**src/rtl/rlsv_pkg.sv**
```systemverilog
// Shared constants, types and functions for the record log scan validator.
`default_nettype none
package rlsv_pkg;

	// Offset counter width and the offset of the first journal byte.
	localparam int OFF_W        = 48;
	localparam int HEADER_BYTES = 16;

	typedef logic [OFF_W-1:0] offset_t;
	typedef logic [47:0]      out48_t;

	// CRC-32C, reflected form.
	localparam logic [31:0] CRC_INIT = 32'hFFFF_FFFF;
	localparam logic [31:0] CRC_POLY = 32'h82F6_3B78;

	localparam logic [31:0] MAX_LEN_RESET = 32'd1048576;

	// Input function codes.
	localparam logic FUNC_END = 1'b1;

	// Result kinds.
	localparam logic KIND_RECORD  = 1'b0;
	localparam logic KIND_SUMMARY = 1'b1;

	// Stop reasons.
	localparam logic [2:0] STOP_CLEAN     = 3'd0;
	localparam logic [2:0] STOP_TRUNCATED = 3'd1;
	localparam logic [2:0] STOP_ZERO_LEN  = 3'd2;
	localparam logic [2:0] STOP_TOO_LONG  = 3'd3;
	localparam logic [2:0] STOP_CRC       = 3'd4;

	// Advance the CRC by one byte, one polynomial step per bit.
	function automatic logic [31:0] crc32c_byte(input logic [31:0] crc, input logic [7:0] b);
		logic [31:0] c;
		c = crc ^ {24'd0, b};
		for (int i = 0; i < 8; i++) begin
			if (c[0]) begin
				c = (c >> 1) ^ CRC_POLY;
			end else begin
				c = c >> 1;
			end
		end
		return c;
	endfunction

	// Fit an offset into a 48-bit output field.
	function automatic out48_t to_out48(input offset_t v);
		logic [63:0] wide;
		wide = 64'(v);
		return wide[47:0];
	endfunction

endpackage
`default_nettype wire

```
**src/rtl/rlsv_if.sv**
```systemverilog
// Channel interfaces of the record log scan validator: input, result and configuration.
`default_nettype none
interface rlsv_in_if;
	logic       valid;
	logic       ready;
	logic       func;
	logic [7:0] data_byte;

	modport source (output valid, output func, output data_byte, input ready);
	modport sink   (input valid, input func, input data_byte, output ready);
endinterface

interface rlsv_out_if;
	logic        valid;
	logic        ready;
	logic        kind;
	logic [47:0] offset;
	logic [31:0] record_length;
	logic [47:0] tail_bytes;
	logic [2:0]  stop_reason;

	modport source (output valid, output kind, output offset, output record_length,
		output tail_bytes, output stop_reason, input ready);
	modport sink   (input valid, input kind, input offset, input record_length,
		input tail_bytes, input stop_reason, output ready);
endinterface

interface rlsv_cfg_if;
	logic        valid;
	logic        ready;
	logic [31:0] data;

	modport source (output valid, output data, input ready);
	modport sink   (input valid, input data, output ready);
endinterface
`default_nettype wire

```
**src/rtl/record_log_scan_validator_top.sv**
```systemverilog
// Record log scan validator: record framing and CRC-32C check of a journal byte stream.
// An accepted transaction moves through the input stage register, then the result register shown on out_ch.
// Throughput: one input transaction per cycle unless a held result stalls the input stage; the byte-wise
// CRC update and the counters all settle between the input stage register and the result register.
// Reset (arst_n low, asynchronous): scan state to record-header phase at offset 16,
// CRC to all ones, max_record_length to 1048576, both stages empty.
`default_nettype none
module record_log_scan_validator_top (
	input  wire logic   clk,
	input  wire logic   arst_n,
	rlsv_in_if.sink     in_ch,
	rlsv_out_if.source  out_ch,
	rlsv_cfg_if.sink    cfg
);

	// Scan phase codes.
	localparam logic [1:0] PH_HEAD = 2'd0;
	localparam logic [1:0] PH_BODY = 2'd1;
	localparam logic [1:0] PH_STOP = 2'd2;

	// Input stage.
	logic       valid_s1;
	logic       func_s1;
	logic [7:0] byte_s1;

	// Configuration.
	logic [31:0] max_len_q;

	// Scan state.
	logic [1:0]       phase_q,     phase_d;
	logic [2:0]       hdr_cnt_q,   hdr_cnt_d;
	logic [31:0]      length_q,    length_d;
	logic [31:0]      exp_crc_q,   exp_crc_d;
	logic [31:0]      crc_q,       crc_d;
	logic [31:0]      remain_q,    remain_d;
	rlsv_pkg::offset_t rec_start_q, rec_start_d;
	rlsv_pkg::offset_t position_q,  position_d;
	logic [2:0]       stop_q,      stop_d;

	// Result register.
	logic        res_valid_q;
	logic        res_kind_q,   res_kind_d;
	logic [47:0] res_offset_q, res_offset_d;
	logic [31:0] res_len_q,    res_len_d;
	logic [47:0] res_tail_q,   res_tail_d;
	logic [2:0]  res_reason_q, res_reason_d;
	logic        load_res;

	logic        proc;
	logic [31:0] crc_next;
	logic [4:0]  byte_shift;

	// Work on the staged transaction whenever the result register is free or draining.
	assign proc        = valid_s1 && (!res_valid_q || out_ch.ready);
	assign in_ch.ready = !valid_s1 || proc;
	assign cfg.ready   = 1'b1;

	assign crc_next   = rlsv_pkg::crc32c_byte(crc_q, byte_s1);
	assign byte_shift = {hdr_cnt_q[1:0], 3'b000};

	// Input stage register.
	always_ff @(posedge clk or negedge arst_n) begin
		if (!arst_n) begin
			valid_s1 <= 1'b0;
		end else if (in_ch.ready) begin
			valid_s1 <= in_ch.valid;
		end
	end

	always_ff @(posedge clk) begin
		if (in_ch.ready && in_ch.valid) begin
			func_s1 <= in_ch.func;
			byte_s1 <= in_ch.data_byte;
		end
	end

	// Length limit register.
	always_ff @(posedge clk or negedge arst_n) begin
		if (!arst_n) begin
			max_len_q <= rlsv_pkg::MAX_LEN_RESET;
		end else if (cfg.valid) begin
			max_len_q <= cfg.data;
		end
	end

	// Next scan state and result for the staged transaction.
	always_comb begin
		phase_d      = phase_q;
		hdr_cnt_d    = hdr_cnt_q;
		length_d     = length_q;
		exp_crc_d    = exp_crc_q;
		crc_d        = crc_q;
		remain_d     = remain_q;
		rec_start_d  = rec_start_q;
		position_d   = position_q;
		stop_d       = stop_q;
		load_res     = 1'b0;
		res_kind_d   = rlsv_pkg::KIND_RECORD;
		res_offset_d = rlsv_pkg::to_out48(rec_start_q);
		res_len_d    = length_q;
		res_tail_d   = '0;
		res_reason_d = rlsv_pkg::STOP_CLEAN;

		if (proc) begin
			if (func_s1 == rlsv_pkg::FUNC_END) begin
				// End of file: report the summary, then start over for a new file.
				load_res   = 1'b1;
				res_kind_d = rlsv_pkg::KIND_SUMMARY;
				res_len_d  = '0;
				res_tail_d = rlsv_pkg::to_out48(position_q - rec_start_q);
				if (phase_q == PH_STOP) begin
					res_reason_d = stop_q;
				end else if (phase_q == PH_HEAD && hdr_cnt_q == 3'd0) begin
					res_reason_d = rlsv_pkg::STOP_CLEAN;
				end else begin
					res_reason_d = rlsv_pkg::STOP_TRUNCATED;
				end
				phase_d     = PH_HEAD;
				hdr_cnt_d   = '0;
				length_d    = '0;
				exp_crc_d   = '0;
				crc_d       = rlsv_pkg::CRC_INIT;
				remain_d    = '0;
				rec_start_d = rlsv_pkg::offset_t'(rlsv_pkg::HEADER_BYTES);
				position_d  = rlsv_pkg::offset_t'(rlsv_pkg::HEADER_BYTES);
				stop_d      = rlsv_pkg::STOP_CLEAN;
			end else begin
				case (phase_q)
					PH_HEAD: begin
						// Length bytes feed the CRC; CRC bytes are only collected.
						if (!hdr_cnt_q[2]) begin
							length_d = length_q | (32'(byte_s1) << byte_shift);
							crc_d    = crc_next;
						end else begin
							exp_crc_d = exp_crc_q | (32'(byte_s1) << byte_shift);
						end
						if (hdr_cnt_q == 3'd7) begin
							hdr_cnt_d = '0;
							if (length_q == '0) begin
								phase_d = PH_STOP;
								stop_d  = rlsv_pkg::STOP_ZERO_LEN;
							end else if (length_q > max_len_q) begin
								phase_d = PH_STOP;
								stop_d  = rlsv_pkg::STOP_TOO_LONG;
							end else begin
								phase_d  = PH_BODY;
								remain_d = length_q;
							end
						end else begin
							hdr_cnt_d = hdr_cnt_q + 3'd1;
						end
					end
					PH_BODY: begin
						crc_d    = crc_next;
						remain_d = remain_q - 32'd1;
						if (remain_q == 32'd1) begin
							if ((crc_next ^ rlsv_pkg::CRC_INIT) != exp_crc_q) begin
								phase_d = PH_STOP;
								stop_d  = rlsv_pkg::STOP_CRC;
							end else begin
								// Good record: report it and open the next one.
								load_res    = 1'b1;
								rec_start_d = position_q + rlsv_pkg::offset_t'(1);
								phase_d     = PH_HEAD;
								hdr_cnt_d   = '0;
								length_d    = '0;
								exp_crc_d   = '0;
								crc_d       = rlsv_pkg::CRC_INIT;
							end
						end
					end
					default: begin
						// Stopped: bytes only count toward the tail.
					end
				endcase
				position_d = position_q + rlsv_pkg::offset_t'(1);
			end
		end
	end

	// Scan state registers.
	always_ff @(posedge clk or negedge arst_n) begin
		if (!arst_n) begin
			phase_q     <= PH_HEAD;
			hdr_cnt_q   <= '0;
			length_q    <= '0;
			exp_crc_q   <= '0;
			crc_q       <= rlsv_pkg::CRC_INIT;
			remain_q    <= '0;
			rec_start_q <= rlsv_pkg::offset_t'(rlsv_pkg::HEADER_BYTES);
			position_q  <= rlsv_pkg::offset_t'(rlsv_pkg::HEADER_BYTES);
			stop_q      <= rlsv_pkg::STOP_CLEAN;
		end else begin
			phase_q     <= phase_d;
			hdr_cnt_q   <= hdr_cnt_d;
			length_q    <= length_d;
			exp_crc_q   <= exp_crc_d;
			crc_q       <= crc_d;
			remain_q    <= remain_d;
			rec_start_q <= rec_start_d;
			position_q  <= position_d;
			stop_q      <= stop_d;
		end
	end

	// Result register: hold until taken, load when a transaction yields a result.
	always_ff @(posedge clk or negedge arst_n) begin
		if (!arst_n) begin
			res_valid_q <= 1'b0;
		end else if (load_res) begin
			res_valid_q <= 1'b1;
		end else if (out_ch.ready) begin
			res_valid_q <= 1'b0;
		end
	end

	always_ff @(posedge clk) begin
		if (load_res) begin
			res_kind_q   <= res_kind_d;
			res_offset_q <= res_offset_d;
			res_len_q    <= res_len_d;
			res_tail_q   <= res_tail_d;
			res_reason_q <= res_reason_d;
		end
	end

	assign out_ch.valid         = res_valid_q;
	assign out_ch.kind          = res_kind_q;
	assign out_ch.offset        = res_offset_q;
	assign out_ch.record_length = res_len_q;
	assign out_ch.tail_bytes    = res_tail_q;
	assign out_ch.stop_reason   = res_reason_q;

endmodule
`default_nettype wire

```
**src/flat_wrapper.sv**
```systemverilog
// flat-port wrapper written by rule: the top's interface ports become plain ports
module record_log_scan_validator_top_flat 
  (clk, arst_n, in_ch_valid, in_ch_func, in_ch_data_byte, in_ch_ready, out_ch_valid, out_ch_kind, out_ch_offset, out_ch_record_length, out_ch_tail_bytes, out_ch_stop_reason, out_ch_ready, cfg_valid, cfg_data, cfg_ready);
  rlsv_in_if in_ch_i ();
  rlsv_out_if out_ch_i ();
  rlsv_cfg_if cfg_i ();
  input  wire logic clk;
  input  wire logic arst_n;
  input wire logic [$bits(in_ch_i.valid)-1:0] in_ch_valid;
  input wire logic [$bits(in_ch_i.func)-1:0] in_ch_func;
  input wire logic [$bits(in_ch_i.data_byte)-1:0] in_ch_data_byte;
  output wire logic [$bits(in_ch_i.ready)-1:0] in_ch_ready;
  output wire logic [$bits(out_ch_i.valid)-1:0] out_ch_valid;
  output wire logic [$bits(out_ch_i.kind)-1:0] out_ch_kind;
  output wire logic [$bits(out_ch_i.offset)-1:0] out_ch_offset;
  output wire logic [$bits(out_ch_i.record_length)-1:0] out_ch_record_length;
  output wire logic [$bits(out_ch_i.tail_bytes)-1:0] out_ch_tail_bytes;
  output wire logic [$bits(out_ch_i.stop_reason)-1:0] out_ch_stop_reason;
  input wire logic [$bits(out_ch_i.ready)-1:0] out_ch_ready;
  input wire logic [$bits(cfg_i.valid)-1:0] cfg_valid;
  input wire logic [$bits(cfg_i.data)-1:0] cfg_data;
  output wire logic [$bits(cfg_i.ready)-1:0] cfg_ready;
  assign in_ch_i.valid = in_ch_valid;
  assign in_ch_i.func = in_ch_func;
  assign in_ch_i.data_byte = in_ch_data_byte;
  assign in_ch_ready = in_ch_i.ready;
  assign out_ch_valid = out_ch_i.valid;
  assign out_ch_kind = out_ch_i.kind;
  assign out_ch_offset = out_ch_i.offset;
  assign out_ch_record_length = out_ch_i.record_length;
  assign out_ch_tail_bytes = out_ch_i.tail_bytes;
  assign out_ch_stop_reason = out_ch_i.stop_reason;
  assign out_ch_i.ready = out_ch_ready;
  assign cfg_i.valid = cfg_valid;
  assign cfg_i.data = cfg_data;
  assign cfg_ready = cfg_i.ready;
  record_log_scan_validator_top u_core (.clk(clk), .arst_n(arst_n), .in_ch(in_ch_i), .out_ch(out_ch_i), .cfg(cfg_i));
endmodule
```
**config.mk**
```make
export PLATFORM = sky130hd
export DESIGN_NAME = record_log_scan_validator_top_flat
export DESIGN_NICKNAME = d
export VERILOG_FILES = /design/src/rtl/rlsv_pkg.sv /design/src/rtl/rlsv_if.sv /design/src/rtl/record_log_scan_validator_top.sv /design/src/flat_wrapper.sv
export SDC_FILE = /design/constraint.sdc
export NUM_CORES = 1
export LEC_CHECK = 0
export BUFFER_PORTS_ARGS = -buffer_cell sky130_fd_sc_hd__buf_2
export CAP_MARGIN = 40
export CORE_AREA = 5 5 218 220
export CTS_CLUSTER_SIZE = 12
export DETAILED_ROUTE_END_ITERATION = 10
export DIE_AREA = 0 0 223 225
export GPL_ROUTABILITY_DRIVEN = 0
export GPL_TIMING_DRIVEN = 0
export PLACE_DENSITY_LB_ADDON = 0.15
export SKIP_CTS_REPAIR_TIMING = 1
export SYNTH_ARGS = -nofsm -noshare
export SYNTH_HDL_FRONTEND = slang
export SYNTH_SLANG_ARGS = --single-unit
```
**constraint.sdc**
```tcl
create_clock -name clk -period 5.8 [get_ports clk]
set_input_delay 0.29 -clock clk [delete_from_list [all_inputs] [get_ports clk]]
set_output_delay 0.29 -clock clk [all_outputs]
set_load 0.005 [all_outputs]
```
==> results of run 1 <==
[flip-flops by register name, summed over array words and instances, names as in the netlist]
name	count
u_core.out_ch.kind	1
u_core.out_ch.record_length	32
u_core.rec_start_q	48
u_core.valid_s1	1
u_core.out_ch.tail_bytes	48
u_core.hdr_cnt_q	3
u_core.exp_crc_q	32
u_core.crc_q	32
u_core.phase_q	2
u_core.max_len_q	32
u_core.byte_s1	8
u_core.out_ch.stop_reason	3
u_core.out_ch.offset	48
u_core.func_s1	1
u_core.position_q	48
u_core.stop_q	3
u_core.remain_q	32
u_core.length_q	32
u_core.out_ch.valid	1
[placed cells by master, fill, tap and decap left out, drive strengths merged, types with 10 or more instances in the layout]
cell	count
nor2b	17
nor4	27
nand4	23
nand2b	18
inv	109
xnor2	123
dfrtp	231
dlygate4sd3	41
mux2	46
dfstp	35
o21a	10
o21ai	175
edfxtp	141
a21o	44
and3	29
xor2	75
nand2	190
clkbuf	146
xnor3	13
nor3	62
a22o	24
buf	208
a21oi	169
mux2i	29
a31oi	34
ha	85
and2	43
nand3	31
nor2	260
clkinv	13
[critical path, delay by kind of cell (launching register included)]
kind	cells	cell delay (ns)
xor+xnor	3	1.41
mux	1	0.19
flops	1	0.33
compound gates	2	0.30
simple gates	3	0.83
buf+inv	6	1.92
[stage by stage]
step / hold slack [ns] / power (uW) / area (um^2)
global route: 0.00403 / 13600 / 26100
detailed placement: 0.249 / 9830 / 24200
floorplan: -0.00559 / 8270 / 22400
finish: -0.0642 / 12800 / 26100
CTS: -0.372 / 12800 / 25600
global placement: 0.454 / 9720 / 24100
[power groups by stage]
stage	logic, uW	clock network [uW]	registers, uW
after floorplan	4430	0	3840
after global placement	5750	0	3970
after detailed placement	5850	0	3980
after CTS	5900	2930	3930
after global routing	6540	3040	3990
final	5980	2860	3940
[per-layer routing]
layer / global-route usage, % / wire (um) / vias up
li1: - / - / 8401
met1: 32.2 / 26500 / 8530
met2: 39.4 / 29200 / 538
met3: 3.30 / 3490 / 113
met4: 7.35 / 1800 / 0
met5: 0 / 0 / -
[area by class of cell]
class	count	area [um^2]
antenna	1	2.50
buffer	101	485
clock buffer	68	1310
clock inverter	16	161
fill	3970	19000
inverter	109	414
multi-input combinational	1621	10600
sequential	407	10900
tap	600	751
timing repair buffer	226	1420
[worst paths after layout]
check | startpoint | end | slack, ns | depth (start not counted)
worst min-delay path | cfg_data[21] | u_core.max_len_q[21] | -0.06 | 3
worst max register to register | u_core.byte_s1[1] | u_core.out_ch.record_length[31] | 0.39 | 15
worst max-delay path | u_core.byte_s1[1] | u_core.out_ch.record_length[31] | 0.39 | 15
worst min register to register | u_core.rec_start_q[14] | u_core.out_ch.offset[14] | 0.47 | 0
min in group asynchronous | arst_n | u_core.stop_q[2] | 0.25 | 2
max in group asynchronous | arst_n | u_core.position_q[36] | 4.68 | 3
[kinds of logic after synthesis]
family / Yosys count / share of synthesized area (%)
adder cells (fa/ha/maj): 86 / 4.83
XOR/XNOR: 213 / 10.1
AO/OA/AOI/OAI: 508 / 13.3
buffers and inverters: 210 / 4.00
multiplexers: 75 / 3.61
other: 1 / 0.0167
flip-flops: 407 / 48.8
AND/OR/NAND/NOR: 738 / 15.3
==> impl_metrics.ini, run 1 <==
[pwr]
p_per_area_nw_per_um2 = 490
swShare_pct = 39.9
switchingPower_uw = 5100
pwr-share-comb_pct = 46.8
leakagePower_uw = 0.0116
vdd_ir_drop_max_uv = 311
clkPwrFrac_pct = 22.4
pwr-share-seq_pct = 30.9
p_int_uw = 7680

[final_layout]
drive_above_1_share_pct = 13.3
fin_util_pct = 57.9
fin_nets = 2644
stdcell_count = 3149
synthToLayoutAreaGrowth_pct = 16.4

[sta]
setup-tns-final_ns = 0
clock_skew_ns = 0.0220
worst_slack_ns = 0.386
rsz0062_at_grt = false
tightest_slew_ns = 0.965
fmax_mhz = 185
setup_viol = 0
hold_violations = 2
post-route-period-util_pct = 93.3
report.final.slew_viol_count = 0
slew_headroom_pct = 35.0
holdWs_ns = -0.0642
period_minus_slack_ns = 5.41

[logic_synthesis]
yosysTopAreaCellShare_pct = 25.8
async_flop_share_pct = 65.4
synth.top_cells.by_area = dfrtp_1 (26%), edfxtp_1 (19%), ha_1 (4.7%)
ys_ff_latch = 407
ys_warn_count = 0
synth_edf_count = 141
synth_area_per_cell_um2 = 10.0
syn_area_um2 = 22400
seq_area_frac_synth_pct = 48.8
synth_ff_type = dfrtp_1
yosysTopAreaCell = dfrtp_1
synth_cell_type_count = 73
synth_nets = 2370
yosysMostFrequentCell = nor2_1
syn-instance-count = 2238
synth_commonest_cells = nor2_1 (260), dfrtp_1 (231), nand2_1 (190)

[die]
die_h_um = 225
core_area_um2 = 45100
start_util_pct = 49.7
design.die.area_um2 = 50200
ios = 181
die_w_um = 223
fp-row-count = 78

[critical_path]
start_kind = flip-flop
crit_type = flip-flop to flip-flop
worstPathArrival_ns = 5.64
crit_required_ns = 6.03
crit_path_max_fanout = 75
slowest_stage = xnor3_1
crit_chain = buf_2, xor2_2, xnor3_1, xnor2_2, buf_2, nand2_1, mux2i_1, o2111ai_1, nor4b_4, and3_1, o21ai_4, inv_6, buf_8, buf_8, buf_16
cp-end-kind = flip-flop
cpPeakStageDelay_ns = 0.56

[cts]
clk_latency_ns = 0.59
h-tree-depth = 2
cts_num_sinks = 407
cts_root_buffer = clkbuf_16
clockBufferDepth = 3
cts_tree = yes
cts_made_buffers = 46
clkTransAtPathRegs_ns = 0.06

[run]
drv_cap = 0

[min_path]
hold_path.class = primary input to flip-flop

[global_routing]
antenna_found_initial = 0
grt_pass1_vias = 17300
overflow = 0
grtUsageTotal_pct = 23.6
grt_pass1_wl_um = 95600
grt_max_degree = 111

[placed_design]
portBuffers = 178
dpl.hpwl_um = 44000
dp_cells = 3023
place_ws_ns = 0.0989

[routing]
drt_iter0_drc = 1327
dr_total_vias = 17600
viasPerCell = 5.58
wl_um = 61000
routedWlPerCell_um = 19.4
final_antenna_net_count = 0
drc = 0
drt-pass1-iter-count = 6

[run_status]
failed_checks = hold timing
outcome = finished with violations
No activity file was read; power rests on OpenSTA's default activity.
==> inputs of run 2 (changes only) <==
==> constraint.sdc (replaced) <==
create_clock -name clk -period 5.8 [get_ports clk]
set_input_delay 0.58 -clock clk [delete_from_list [all_inputs] [get_ports clk]]
set_output_delay 0.58 -clock clk [all_outputs]
set_load 0.005 [all_outputs]
==> run 2 against run 1 <==
Compared with the run above: the run now ends clean; clock skew is 0.00053 ns higher; worst setup slack got worse by 0.019 ns; final cell count decreased by 1.3%; routed wire length fell by 1.4%; register-to-register slack worse by 0.02 ns; combinational power is essentially flat; maximum frequency decreased by 0.35%; critical path depth unchanged; core utilization decreased by 0.89 points; total power decreased by 0.12%; count of clock-buffer cells in the layout stayed put; critical endpoint unchanged.
==> impl_metrics.ini, run 2 (synthesis gave the netlist of run 1 again) <==
[routing]
drt_iter0_drc = 1312
dr_total_vias = 17400
final_antenna_net_count = 0
drt-pass1-iter-count = 6
drc = 0
wl_um = 60100
routedWlPerCell_um = 19.3
viasPerCell = 5.61

[sta]
hold_violations = 0
fmax_mhz = 184
period_minus_slack_ns = 5.43
clock_skew_ns = 0.0226
setup_viol = 0
tightest_slew_ns = 0.960
slew_headroom_pct = 35.3
post-route-period-util_pct = 93.7
rsz0062_at_grt = false
holdWs_ns = 0.184
report.final.slew_viol_count = 0

[critical_path]
ff2ff_setup_slack_ns = 0.37
worstPathArrival_ns = 5.66
cp-end-kind = flip-flop
crit_path_max_fanout = 75
regToRegStartpoint = u_core.byte_s1[1]
crit_type = flip-flop to flip-flop
start_kind = flip-flop
worstRegToRegCells = 15
crit_required_ns = 6.03
r2r_end = u_core.out_ch.record_length[31]

[global_routing]
antenna_found_initial = 0
gr-usage-met2_pct = 39.4
grt.busiest_layer = met2
grt_pass1_vias = 17300
met1_usage_pct = 32.2
grtUsageTotal_pct = 23.6
overflow = 0
use_met3_pct = 3.30
grt_pass1_wl_um = 95600
grt_max_degree = 111

[final_layout]
final_common_cell = nor2_1
drive_above_1_share_pct = 13.6
diodes = 0
final_cell_mix = nor2_1 (260), dfrtp_1 (231), nand2_1 (190)
stdcell_area_um2 = 25700
fillerInstances = 4018
synthToLayoutAreaGrowth_pct = 14.6
fin_nets = 2604

[pwr]
swShare_pct = 40.0
p_per_area_nw_per_um2 = 497
pwr-share-comb_pct = 46.7
clkPwrFrac_pct = 22.4
p_int_uw = 7660
vdd_ir_drop_max_uv = 311
pwr-share-seq_pct = 30.9
leakagePower_uw = 0.0114
switchingPower_uw = 5100

[die]
ios = 181
core_area_um2 = 45100
design.die.area_um2 = 50200
die_w_um = 223
fp-row-count = 78
start_util_pct = 49.7
die_h_um = 225

[cts]
cts_tree = yes
clkTransAtPathRegs_ns = 0.05
cts_num_sinks = 407
clk_latency_ns = 0.59
cts_made_buffers = 46
h-tree-depth = 2
cts_root_buffer = clkbuf_16
clockBufferDepth = 3

[placed_design]
portBuffers = 178
dpl.hpwl_um = 44000
dpl_cell_area_um2 = 24200

[min_path]
hold_path.class = primary input to flip-flop
holdPathStages = 1
holdPathEnd = u_core.byte_s1[1]
worstHoldStart = in_ch_data_byte[1]

[run]
drv_cap = 0

[run_status]
outcome = completed
run 2: cell count changes in the layout (fill, tap and decap cells not counted):
| cell | change |
|---|---|
| diode_2 | -1 |
| dlygate4sd3_1 | -40 |
run 2: worst max path at each step:
stage                           start                               to  slack (ns)
floorplan             u_core.crc_q[2]               u_core.out_ch.kind        1.22
global placement               arst_n           u_core.rec_start_q[38]       -0.94
detailed placement  u_core.byte_s1[7]         u_core.out_ch.offset[19]         0.1
CTS                 u_core.byte_s1[7]  u_core.out_ch.record_length[31]        0.08
global route        u_core.byte_s1[1]  u_core.out_ch.record_length[23]        0.03
finish              u_core.byte_s1[1]  u_core.out_ch.record_length[31]        0.37
run 2: cell type report:
class | count | area (um^2) | area share, %
Clock buffer | 68 | 1310 | 5.08
Multi-Input combinational cell | 1621 | 10600 | 41.3
Clock inverter | 16 | 161 | 0.628
Sequential cell | 407 | 10900 | 42.6
Buffer | 101 | 485 | 1.89
Inverter | 109 | 414 | 1.61
Timing Repair Buffer | 186 | 1020 | 3.98
Tap cell | 600 | 751 | 2.92
run 2: power groups by stage:
stage               logic [uW]  registers [uW]  clock network (uW)
finish                    5960            3940                2860
global route              6520            3990                3040
CTS                       5900            3930                2930
detailed placement        5850            3980                   0
global placement          5750            3970                   0
floorplan                 4430            3840                   0
run 2: critical path, stage by stage (launching register included):
cell and delay, ns:
edfxtp_1 0.33, buf_2 0.38, xor2_2 0.41, xnor3_1 0.56, xnor2_2 0.44, buf_2 0.38
nand2_1 0.08, mux2i_1 0.20, o2111ai_1 0.20, nor4b_4 0.45, and3_1 0.31, o21ai_4 0.11
inv_6 0.19, buf_8 0.18, buf_8 0.42, buf_16 0.38
run 2: metal layers:
layer / up-vias / share of wire [%]
li1: 8326 / -
met1: 8472 / 44
met5: - / 0
met4: 0 / 2.9
met2: 531 / 48
met3: 107 / 5.6
run 2: metrics by stage:
step / setup slack (ns) / utilization [%] / setup TNS (ns) / cells / total power (uW)
after floorplan: 1.22 / - / 0 / 2238 / 8270
after global placement: -0.940 / 53.3 / -211.52 / 3016 / 9720
after detailed placement: 0.0989 / 53.6 / 0 / 3023 / 9830
after CTS: 0.0796 / 56.9 / 0 / 3107 / 12800
after global routing: 0.0289 / 57.0 / 0 / 3108 / 13600
final: 0.367 / 57.0 / 0 / 3108 / 12800
==> inputs of run 3 (changes only) <==
--- a/config.mk
+++ b/config.mk
@@ -5,15 +5,17 @@
 export SDC_FILE = /design/constraint.sdc
 export NUM_CORES = 1
 export LEC_CHECK = 0
+export ABC_AREA = 1
 export BUFFER_PORTS_ARGS = -buffer_cell sky130_fd_sc_hd__buf_2
 export CAP_MARGIN = 40
-export CORE_AREA = 5 5 218 220
+export CORE_AREA = 5 5 218 241
 export CTS_CLUSTER_SIZE = 12
 export DETAILED_ROUTE_END_ITERATION = 10
-export DIE_AREA = 0 0 223 225
+export DIE_AREA = 0 0 223 246
 export GPL_ROUTABILITY_DRIVEN = 0
 export GPL_TIMING_DRIVEN = 0
 export PLACE_DENSITY_LB_ADDON = 0.15
+export REMOVE_ABC_BUFFERS = 1
 export SKIP_CTS_REPAIR_TIMING = 1
 export SYNTH_ARGS = -nofsm -noshare
 export SYNTH_HDL_FRONTEND = slang
==> run 3 against run 2 <==
Compared with the run above: the run now ends with hold timing left; global-route usage rose by 3.0 points; area after synthesis grew 9.5%; largest power group unchanged; total power up 0.36%; highest routed layer unchanged; critical endpoint is now u_core.out_ch.tail_bytes[23]; core utilization shrank 0.94 points; largest cell class is now multi-input gates; worst setup slack gained 0.36 ns; combinational power grew 2%; routed wire length grew 24%; via count up 31%.
==> impl_metrics.ini, run 3 <==
[logic_synthesis]
ys_warn_count = 0
synth_ff_type = dfrtp_1
synth_commonest_cells = nand2_1 (851), inv_1 (410), nor2_1 (280)
yosysTopAreaCell = dfrtp_1
synth_cell_type_count = 53
syn-instance-count = 3225
syn_area_um2 = 24500
synth.top_cells.by_area = dfrtp_1 (24%), edfxtp_1 (17%), nand2_1 (13%)
yosysMostFrequentCell = nand2_1
synth_area_per_cell_um2 = 7.61
async_flop_share_pct = 65.4
ys_ff_latch = 407
yosysTopAreaCellShare_pct = 23.6
seq_area_frac_synth_pct = 44.6
synth_edf_count = 141

[global_routing]
grt_pass1_vias = 22300
grt_max_degree = 100
grtUsageTotal_pct = 26.6
grt_pass1_wl_um = 119000
overflow = 0
antenna_found_initial = 0

[final_layout]
fin_nets = 3498
drive_above_1_share_pct = 11.3
synthToLayoutAreaGrowth_pct = 13.5
stdcell_area_um2 = 27900
diodes = 0
final_common_cell = nand2_1
fin_util_pct = 56.0
final_cell_mix = nand2_1 (849), inv_1 (410), nor2_1 (276)

[critical_path]
worstPathArrival_ns = 5.30
worstRegToRegCells = 20
crit_path_max_fanout = 84
ff2ff_setup_slack_ns = 0.73
start_kind = flip-flop
crit_type = flip-flop to flip-flop
cp-end-kind = flip-flop
regToRegStartpoint = u_core.byte_s1[3]
crit_required_ns = 6.03
r2r_end = u_core.out_ch.tail_bytes[23]

[die]
ios = 181
fp-row-count = 86
design.die.area_um2 = 54900
die_w_um = 223
die_h_um = 246
core_area_um2 = 49700
start_util_pct = 49.4

[sta]
slew_headroom_pct = 40.4
period_minus_slack_ns = 5.07
clock_skew_ns = 0.0270
fmax_mhz = 197
setup_viol = 0
hold_violations = 2
holdWs_ns = -0.00633
tightest_slew_ns = 0.891
rsz0062_at_grt = false
setup-tns-final_ns = 0
report.final.slew_viol_count = 0
post-route-period-util_pct = 87.5

[routing]
drt-pass1-iter-count = 6
routedWlPerCell_um = 18.3
viasPerCell = 5.64
drt_iter0_drc = 2275
dr_total_vias = 22900
drc = 0
wl_um = 74300
final_antenna_net_count = 0

[cts]
cts_tree = yes
clockBufferDepth = 3
cts_root_buffer = clkbuf_16
cts_made_buffers = 44
cts_num_sinks = 407
clk_latency_ns = 0.59
h-tree-depth = 2
clkTransAtPathRegs_ns = 0.06

[placed_design]
portBuffers = 179
dpl.hpwl_um = 55300
dpl_cell_area_um2 = 26500

[run]
drv_cap = 0

[run_status]
failed_checks = hold timing
outcome = finished with violations

[pwr]
power_uw = 12800
leakagePower_uw = 0.0134
vdd_ir_drop_max_uv = 226
p_per_area_nw_per_um2 = 460

[min_path]
hold_path.class = primary input to asynchronous set/reset pin
run 3: power breakdown:
group	total (uW)	switching [uW]	internal (uW)
Clock	2710	1170	1540
Combinational	6070	4100	1970
Sequential	4030	421	3610
Total	12800	5690	7110
run 3: area by class of cell:
type,count,area (um^2)
timing repair buffer,210,1610
clock inverter,10,63.8
multi-input combinational,2275,11500
tap,660,826
fill,4690,21900
clock buffer,71,1310
sequential,407,10900
inverter,428,1610
run 3: per-layer routing:
metal	track usage [%]	share of wire, %
met1	33.8	41
met2	45.0	47
met3	3.99	6.6
met4	12.1	5.2
met5	0	0
run 3: stage by stage:
| stage | hold WS, ns | std cells | worst slack [ns] |
|---|---|---|---|
| 6_report | -0.00633 | 4061 | 0.725 |
| 5_1_grt | 0.0590 | 4061 | 0.390 |
| 4_1_cts | 0.0373 | 4061 | 0.676 |
| 3_5_place_dp | 0.466 | 3980 | 0.685 |
| 3_3_place_gp | 0.455 | 3949 | -5.84 |
| 2_1_floorplan | 0.284 | 3110 | -0.673 |
run 3: worst max path at each step:
stage | to | slack, ns | start | cells after the start
after global placement | u_core.crc_q[7] | -5.84 | u_core.func_s1 | 7
final | u_core.out_ch.tail_bytes[23] | 0.73 | u_core.byte_s1[3] | 20
after global routing | u_core.out_ch.tail_bytes[44] | 0.39 | u_core.byte_s1[0] | 21
after floorplan | u_core.crc_q[0] | -0.67 | u_core.func_s1 | 7
after detailed placement | u_core.out_ch.offset[42] | 0.68 | u_core.byte_s1[0] | 20
after CTS | u_core.out_ch.tail_bytes[23] | 0.68 | u_core.byte_s1[0] | 20
run 3: logic make-up (layout without fill, tap and decap cells):
| family | count (synthesis) | in the layout | share of synthesized area, % |
|---|---|---|---|
| simple gates | 1575 | 1575 | 27.6 |
| compound gates | 567 | 567 | 13.0 |
| buf+inv | 543 | 719 | 8.72 |
| flops | 407 | 407 | 44.6 |
| fa+ha+maj | 86 | 86 | 4.42 |
| xor+xnor | 45 | 45 | 1.66 |
| other cells | 1 | 1 | 0.0153 |
| mux | 1 | 1 | 0.0459 |
run 3: critical path, stage by stage (launching register included):
cell,delay [ns]
edfxtp_1,0.62
nand2_1,0.14
nand2_1,0.51
nand3_1,0.23
nand2_2,0.19
inv_2,0.09
nand2_1,0.08
nand3_1,0.12
nand2_1,0.11
nand2_1,0.07
nand3_1,0.08
nand2_1,0.11
nor2_1,0.17
nand2_1,0.08
nor2_1,0.19
nand3_1,0.16
nand2_2,0.30
nand2_2,0.32
buf_16,0.27
clkinv_4,0.41
buf_16,0.36
